## config.mk

```make
export PLATFORM = sky130hd
export DESIGN_NAME = gld_ctrl
export DESIGN_NICKNAME = d
export VERILOG_FILES = /design/src/gld_pkg.sv /design/src/gld_ctrl.sv
export SDC_FILE = /design/constraint.sdc
export NUM_CORES = 1
export LEC_CHECK = 0
export BUFFER_PORTS_ARGS = -buffer_cell sky130_fd_sc_hd__buf_2
export CAP_MARGIN = 20
export CORE_AREA = 5 5 42 44
export CTS_CLUSTER_SIZE = 30
export DETAILED_ROUTE_END_ITERATION = 6
export DIE_AREA = 0 0 47 49
export PLACE_DENSITY = 0.8
export SETUP_SLACK_MARGIN = 0.05
export SYNTH_ARGS = -nofsm -noshare
export SYNTH_HDL_FRONTEND = slang
export SYNTH_SLANG_ARGS = --single-unit
```

## constraint.sdc

```tcl
create_clock -name clk -period 3.6 [get_ports clk]
set_input_delay 0.36 -clock clk [delete_from_list [all_inputs] [get_ports clk]]
set_output_delay 0.36 -clock clk [all_outputs]
set_load 0.01 [all_outputs]
```

## src/gld_pkg.sv

```systemverilog
// ----------------------------------------------------------------------------
// gld_pkg
// Shared types, codes and constants of the GIF LZW decoder unit.
// ----------------------------------------------------------------------------
package gld_pkg;

  // Widest LZW code and the table / stack depth that follows from it
  localparam int MAX_CODE_WIDTH = 12;
  localparam int TABLE_SIZE     = 1 << MAX_CODE_WIDTH;
  localparam int SLOT_W         = MAX_CODE_WIDTH + 1;
  localparam int RES_W          = 24;
  localparam int RES_CNT_W      = 5;

  localparam logic [SLOT_W-1:0] TABLE_FULL = SLOT_W'(TABLE_SIZE);
  localparam logic [3:0]        CW_MAX     = 4'(MAX_CODE_WIDTH);

  // Configuration register indexes
  localparam logic CFG_MIN_CODE_SIZE = 1'b0;
  localparam logic CFG_LINE_WIDTH    = 1'b1;

  // Operation codes of an input item
  typedef enum logic [1:0] {
    OP_START = 2'd0,
    OP_BYTE  = 2'd1,
    OP_FETCH = 2'd2
  } op_t;

  // Result status codes
  typedef enum logic [2:0] {
    ST_STARTED   = 3'd0,
    ST_TAKEN     = 3'd1,
    ST_REFUSED   = 3'd2,
    ST_PIXEL     = 3'd3,
    ST_NEED      = 3'd4,
    ST_DONE      = 3'd5,
    ST_TRUNCATED = 3'd6,
    ST_CORRUPTED = 3'd7
  } status_t;

  // Commands from the controller to the datapath
  typedef enum logic [3:0] {
    CMD_NONE,
    CMD_LOAD,
    CMD_START,
    CMD_BYTE,
    CMD_BADOP,
    CMD_ERR_ANS,
    CMD_POP_RD,
    CMD_DONE_ANS,
    CMD_NEED,
    CMD_END_CODE,
    CMD_CLEAR,
    CMD_FIRST,
    CMD_CODE,
    CMD_WALK_PUSH,
    CMD_FINISH,
    CMD_EMIT
  } cmd_t;

  // Status flags from the datapath to the controller
  typedef struct packed {
    logic [1:0] op;
    logic       slot_free;
    logic       err;
    logic       depth_nz;
    logic       ended;
    logic       res_short;
    logic       is_end;
    logic       is_clear;
    logic       after_clear;
    logic       walk_go;
  } dp_stat_t;

endpackage

```

## src/gld_ctrl.sv

```systemverilog
// ----------------------------------------------------------------------------
// gld_ctrl
// Controller state machine: sequences each item through the datapath.
// ----------------------------------------------------------------------------
module gld_ctrl
  import gld_pkg::*;
(
  input  logic     clk,
  input  logic     rst_n,
  input  logic     in_valid,
  output logic     in_ready,
  input  dp_stat_t stat,
  output cmd_t     cmd
);

  typedef enum logic [6:0] {
    S_IDLE  = 7'b0000001,
    S_EXEC  = 7'b0000010,
    S_CODE  = 7'b0000100,
    S_WALK  = 7'b0001000,
    S_WRD   = 7'b0010000,
    S_POPRD = 7'b0100000,
    S_POP   = 7'b1000000
  } state_t;

  state_t state_r, state_nxt;

  // Next state and command
  always_comb begin
    state_nxt = state_r;
    cmd       = CMD_NONE;
    in_ready  = 1'b0;
    unique case (state_r)
      S_IDLE: begin
        in_ready = 1'b1;
        if (in_valid) begin
          cmd       = CMD_LOAD;
          state_nxt = S_EXEC;
        end
      end
      S_EXEC: begin
        if (stat.slot_free) begin
          unique case (stat.op)
            OP_START: begin
              cmd       = CMD_START;
              state_nxt = S_IDLE;
            end
            OP_BYTE: begin
              cmd       = CMD_BYTE;
              state_nxt = S_IDLE;
            end
            OP_FETCH: begin
              if (stat.err) begin
                cmd       = CMD_ERR_ANS;
                state_nxt = S_IDLE;
              end else if (stat.depth_nz) begin
                cmd       = CMD_POP_RD;
                state_nxt = S_POP;
              end else if (stat.ended) begin
                cmd       = CMD_DONE_ANS;
                state_nxt = S_IDLE;
              end else begin
                state_nxt = S_CODE;
              end
            end
            default: begin
              cmd       = CMD_BADOP;
              state_nxt = S_IDLE;
            end
          endcase
        end
      end
      S_CODE: begin
        if (stat.res_short) begin
          cmd       = CMD_NEED;
          state_nxt = S_IDLE;
        end else if (stat.is_end) begin
          cmd       = CMD_END_CODE;
          state_nxt = S_IDLE;
        end else if (stat.is_clear) begin
          cmd = CMD_CLEAR;
        end else if (stat.after_clear) begin
          cmd       = CMD_FIRST;
          state_nxt = S_IDLE;
        end else begin
          cmd       = CMD_CODE;
          state_nxt = S_WALK;
        end
      end
      S_WALK: begin
        if (stat.walk_go) begin
          state_nxt = S_WRD;
        end else begin
          cmd       = CMD_FINISH;
          state_nxt = S_POPRD;
        end
      end
      S_WRD: begin
        cmd       = CMD_WALK_PUSH;
        state_nxt = S_WALK;
      end
      S_POPRD: begin
        cmd       = CMD_POP_RD;
        state_nxt = S_POP;
      end
      S_POP: begin
        cmd       = CMD_EMIT;
        state_nxt = S_IDLE;
      end
      default: state_nxt = S_IDLE;
    endcase
  end

  // State register
  always_ff @(posedge clk) begin
    if (!rst_n) begin
      state_r <= S_IDLE;
    end else begin
      state_r <= state_nxt;
    end
  end

endmodule

```

==> reports/metrics.yaml <==
status: "completed"
overflow: 0
synth_cell_type_count: 34
reg2regPathDepth: 4
min-delay-path-class: "input port to flop"
cts_sinks: 7
combPwrFrac: 0.258
rows: 14
vdd_drop_max_mv: 0.154
powerDensity_nw_per_um2: 272
synth-seq-area-share: 0.200
via_count: 867
cts_setup_buffers: 0
post-route-util: 0.578
power_mw: 0.220
r2r_slack_ns: 1.57
final_area_um2: 810
fmax_ghz: 0.415
synth.avg_cell_area_um2: 7.06
p_sw_mw: 0.0716
post_dp_cell_area_um2: 783
tns_ns: 0
fp.dieH_um: 49
multiInputGateArea_um2: 510
start_util: 0.499
wl_met3_um: 165
dp_hpwl_um: 1570
cts_root_buffer: "clkbuf_4"
p_int_mw: 0.148
antenna_found_initial: 0
worstPathRequired_ns: 3.24
viasPerCell: 6.57
highest_layer: "met4"
clk_pin_slew_worst_paths_ns: 0.05
holdPathStages: 2
fin_crit_sh: 0.670
setup-violations-final: 0
reg_top3: "state_r x7"
cts_tree: "yes"
synth_seq_cells: 7
synth.net_count: 113
startpoint_type: "flop"
largest_reg_flops: 7
min_from: "stat[0]"
cts-resized-gates: 0
fillers: 138
relSlewSlack: 0.640
critPathMaxFanout: 14
antennaDiodeCount: 0
dr.first_iter.drc_count: 56
top_register: "state_r"
core-area_um2: 1400
path_buf_inv: 1
wl_um: 2040
m1WireLength_um: 802
ios: 19
final_common_cell: "buf_2"
tightest_slew_ns: 0.534
synth_area_um2: 699
grt_pass1_wl_um: 3310
dp_cells: 128
yosysWarnings: 0
die_w_um: 47
finalCriticalPeriod_ns: 2.41
slowest_delay_ns: 0.61
detail-route-antenna-nets: 0
crit_slowest_cell: "or4b_4"
hold_path_end: "state_r[5]"
drv_cap: 0
drv_slew: 0
dieArea_um2: 2300
final_cell_mix: "18 x buf_2, 14 x o21ai_0, 9 x nor2_1"
finalNonFillerCells: 132
crit_arrival_ns: 2.05
r2r_start: "state_r[1]"
post_route_cells_drive_above_1_share: 0.259
hold_ws_ns: 0.314
crit_family: "simple AND/OR/NAND/NOR gates"
grt_max_degree: 15
cts_buffers: 3
met2_length_um: 984
seq_area_um2: 140
area_growth_syn_to_layout_pct: 15.7
cts_buffer_depth: 2
drc_errors: 0
path_class: "flop to primary output"
hold_buffers: 0
htreeDepth: 1
rsz0062_at_grt: "false"
cp_cell_sequence: "or4b_4 -> nand2b_4 -> o41ai_1 -> nand2_1 -> o311ai_1 -> buf_2"
finalWeightedCongestion: 0.840
insertion_delay_ns: 0.26
power.leakage_nw: 0.332
first_pass_iters: 4
grt_pass1_vias: 796
sequentialPowerShare: 0.404
clock_skew_ns: 0.00111
finalNetCount: 131
grt_use_total: 0.191
critPathCaptureType: "primary output"
wl_per_cell_um: 15.5
worst_slack_ns: 1.19
rr_endpoint: "state_r[2]"
sw_frac_of_total: 0.326
pwr-share-clk: 0.338
hold_viol_final: 0
place_ws_ns: 1.48
io_buffers: 18
syn_inst: 99
per-layer routing:
metal	vias up	track usage
met1	393	0.221
met3	16	0.0332
met5	-	0
li1	408	-
met2	50	0.312
met4	0	0.111
worst reg2reg max path: cells and delay by family, from the launching register on:
family / cells / cell delay, ns
DFF: 1 / 0.51
and+or+nand+nor: 3 / 1.28
AOI/OAI and AO/OA: 1 / 0.14
worst max path at each step:
stage          cells past startpoint     end  startpoint  slack [ns]
2_1_floorplan                      6  cmd[2]  state_r[1]        1.63
3_3_place_gp                       6  cmd[2]  state_r[0]        1.50
3_5_place_dp                       6  cmd[2]  state_r[0]        1.48
4_1_cts                            6  cmd[2]  state_r[0]        1.19
5_1_grt                            6  cmd[2]  state_r[0]        1.06
6_report                           6  cmd[2]  state_r[0]        1.19
synthesized netlist by cell type (all sizes together):
| library cell | instances | area [um2] |
|---|---|---|
| clkbuf | 4 | 15.0 |
| buf | 1 | 11.3 |
| a22oi | 1 | 7.51 |
| o22ai | 2 | 12.5 |
| nor3b | 2 | 15.0 |
| nand2b | 3 | 26.3 |
| nand2 | 4 | 15.0 |
| a31oi | 2 | 12.5 |
| o2111ai | 1 | 8.76 |
| o311ai | 1 | 8.76 |
| and2 | 1 | 7.51 |
| nand4b | 1 | 8.76 |
| xor2 | 2 | 17.5 |
| nor4 | 3 | 33.8 |
| or4b | 3 | 37.5 |
| dfxtp | 7 | 140 |
| or3b | 1 | 8.76 |
| o31a | 1 | 8.76 |
| nor2 | 9 | 33.8 |
| o41ai | 2 | 17.5 |
| a21oi | 8 | 40.0 |
| or4 | 1 | 7.51 |
| inv | 6 | 22.5 |
| nor3 | 7 | 40.0 |
| or2 | 2 | 12.5 |
| a2bb2oi | 1 | 8.76 |
| o32ai | 1 | 8.76 |
| nor2b | 2 | 12.5 |
| o21ai | 14 | 70.1 |
| nand3 | 6 | 30.0 |
logic make-up (layout without fill, tap and decap cells):
family,Yosys count,after routing,share of synthesized area
simple gates,45,45,0.413
compound gates,34,34,0.292
buf+inv,11,28,0.0698
flops,7,7,0.200
xor+xnor,2,2,0.0250
layout make-up:
cell class                 count  area share
multi-input combinational     81       0.631
timing repair buffer          18       0.111
inverter                       6      0.0278
clock buffer                   4      0.0325
sequential                     7       0.173
tap                           16      0.0247
power by group through the flow:
| stage | combinational, mW | sequential, mW | clock (mW) |
|---|---|---|---|
| 2_1_floorplan | 0.0390 | 0.0839 | 0 |
| 3_3_place_gp | 0.0540 | 0.0898 | 0 |
| 3_5_place_dp | 0.0554 | 0.0902 | 0 |
| 4_1_cts | 0.0563 | 0.0885 | 0.0752 |
| 5_1_grt | 0.0621 | 0.0897 | 0.0796 |
| 6_report | 0.0566 | 0.0889 | 0.0743 |
Note: power is estimated with default switching activity, not from simulation.
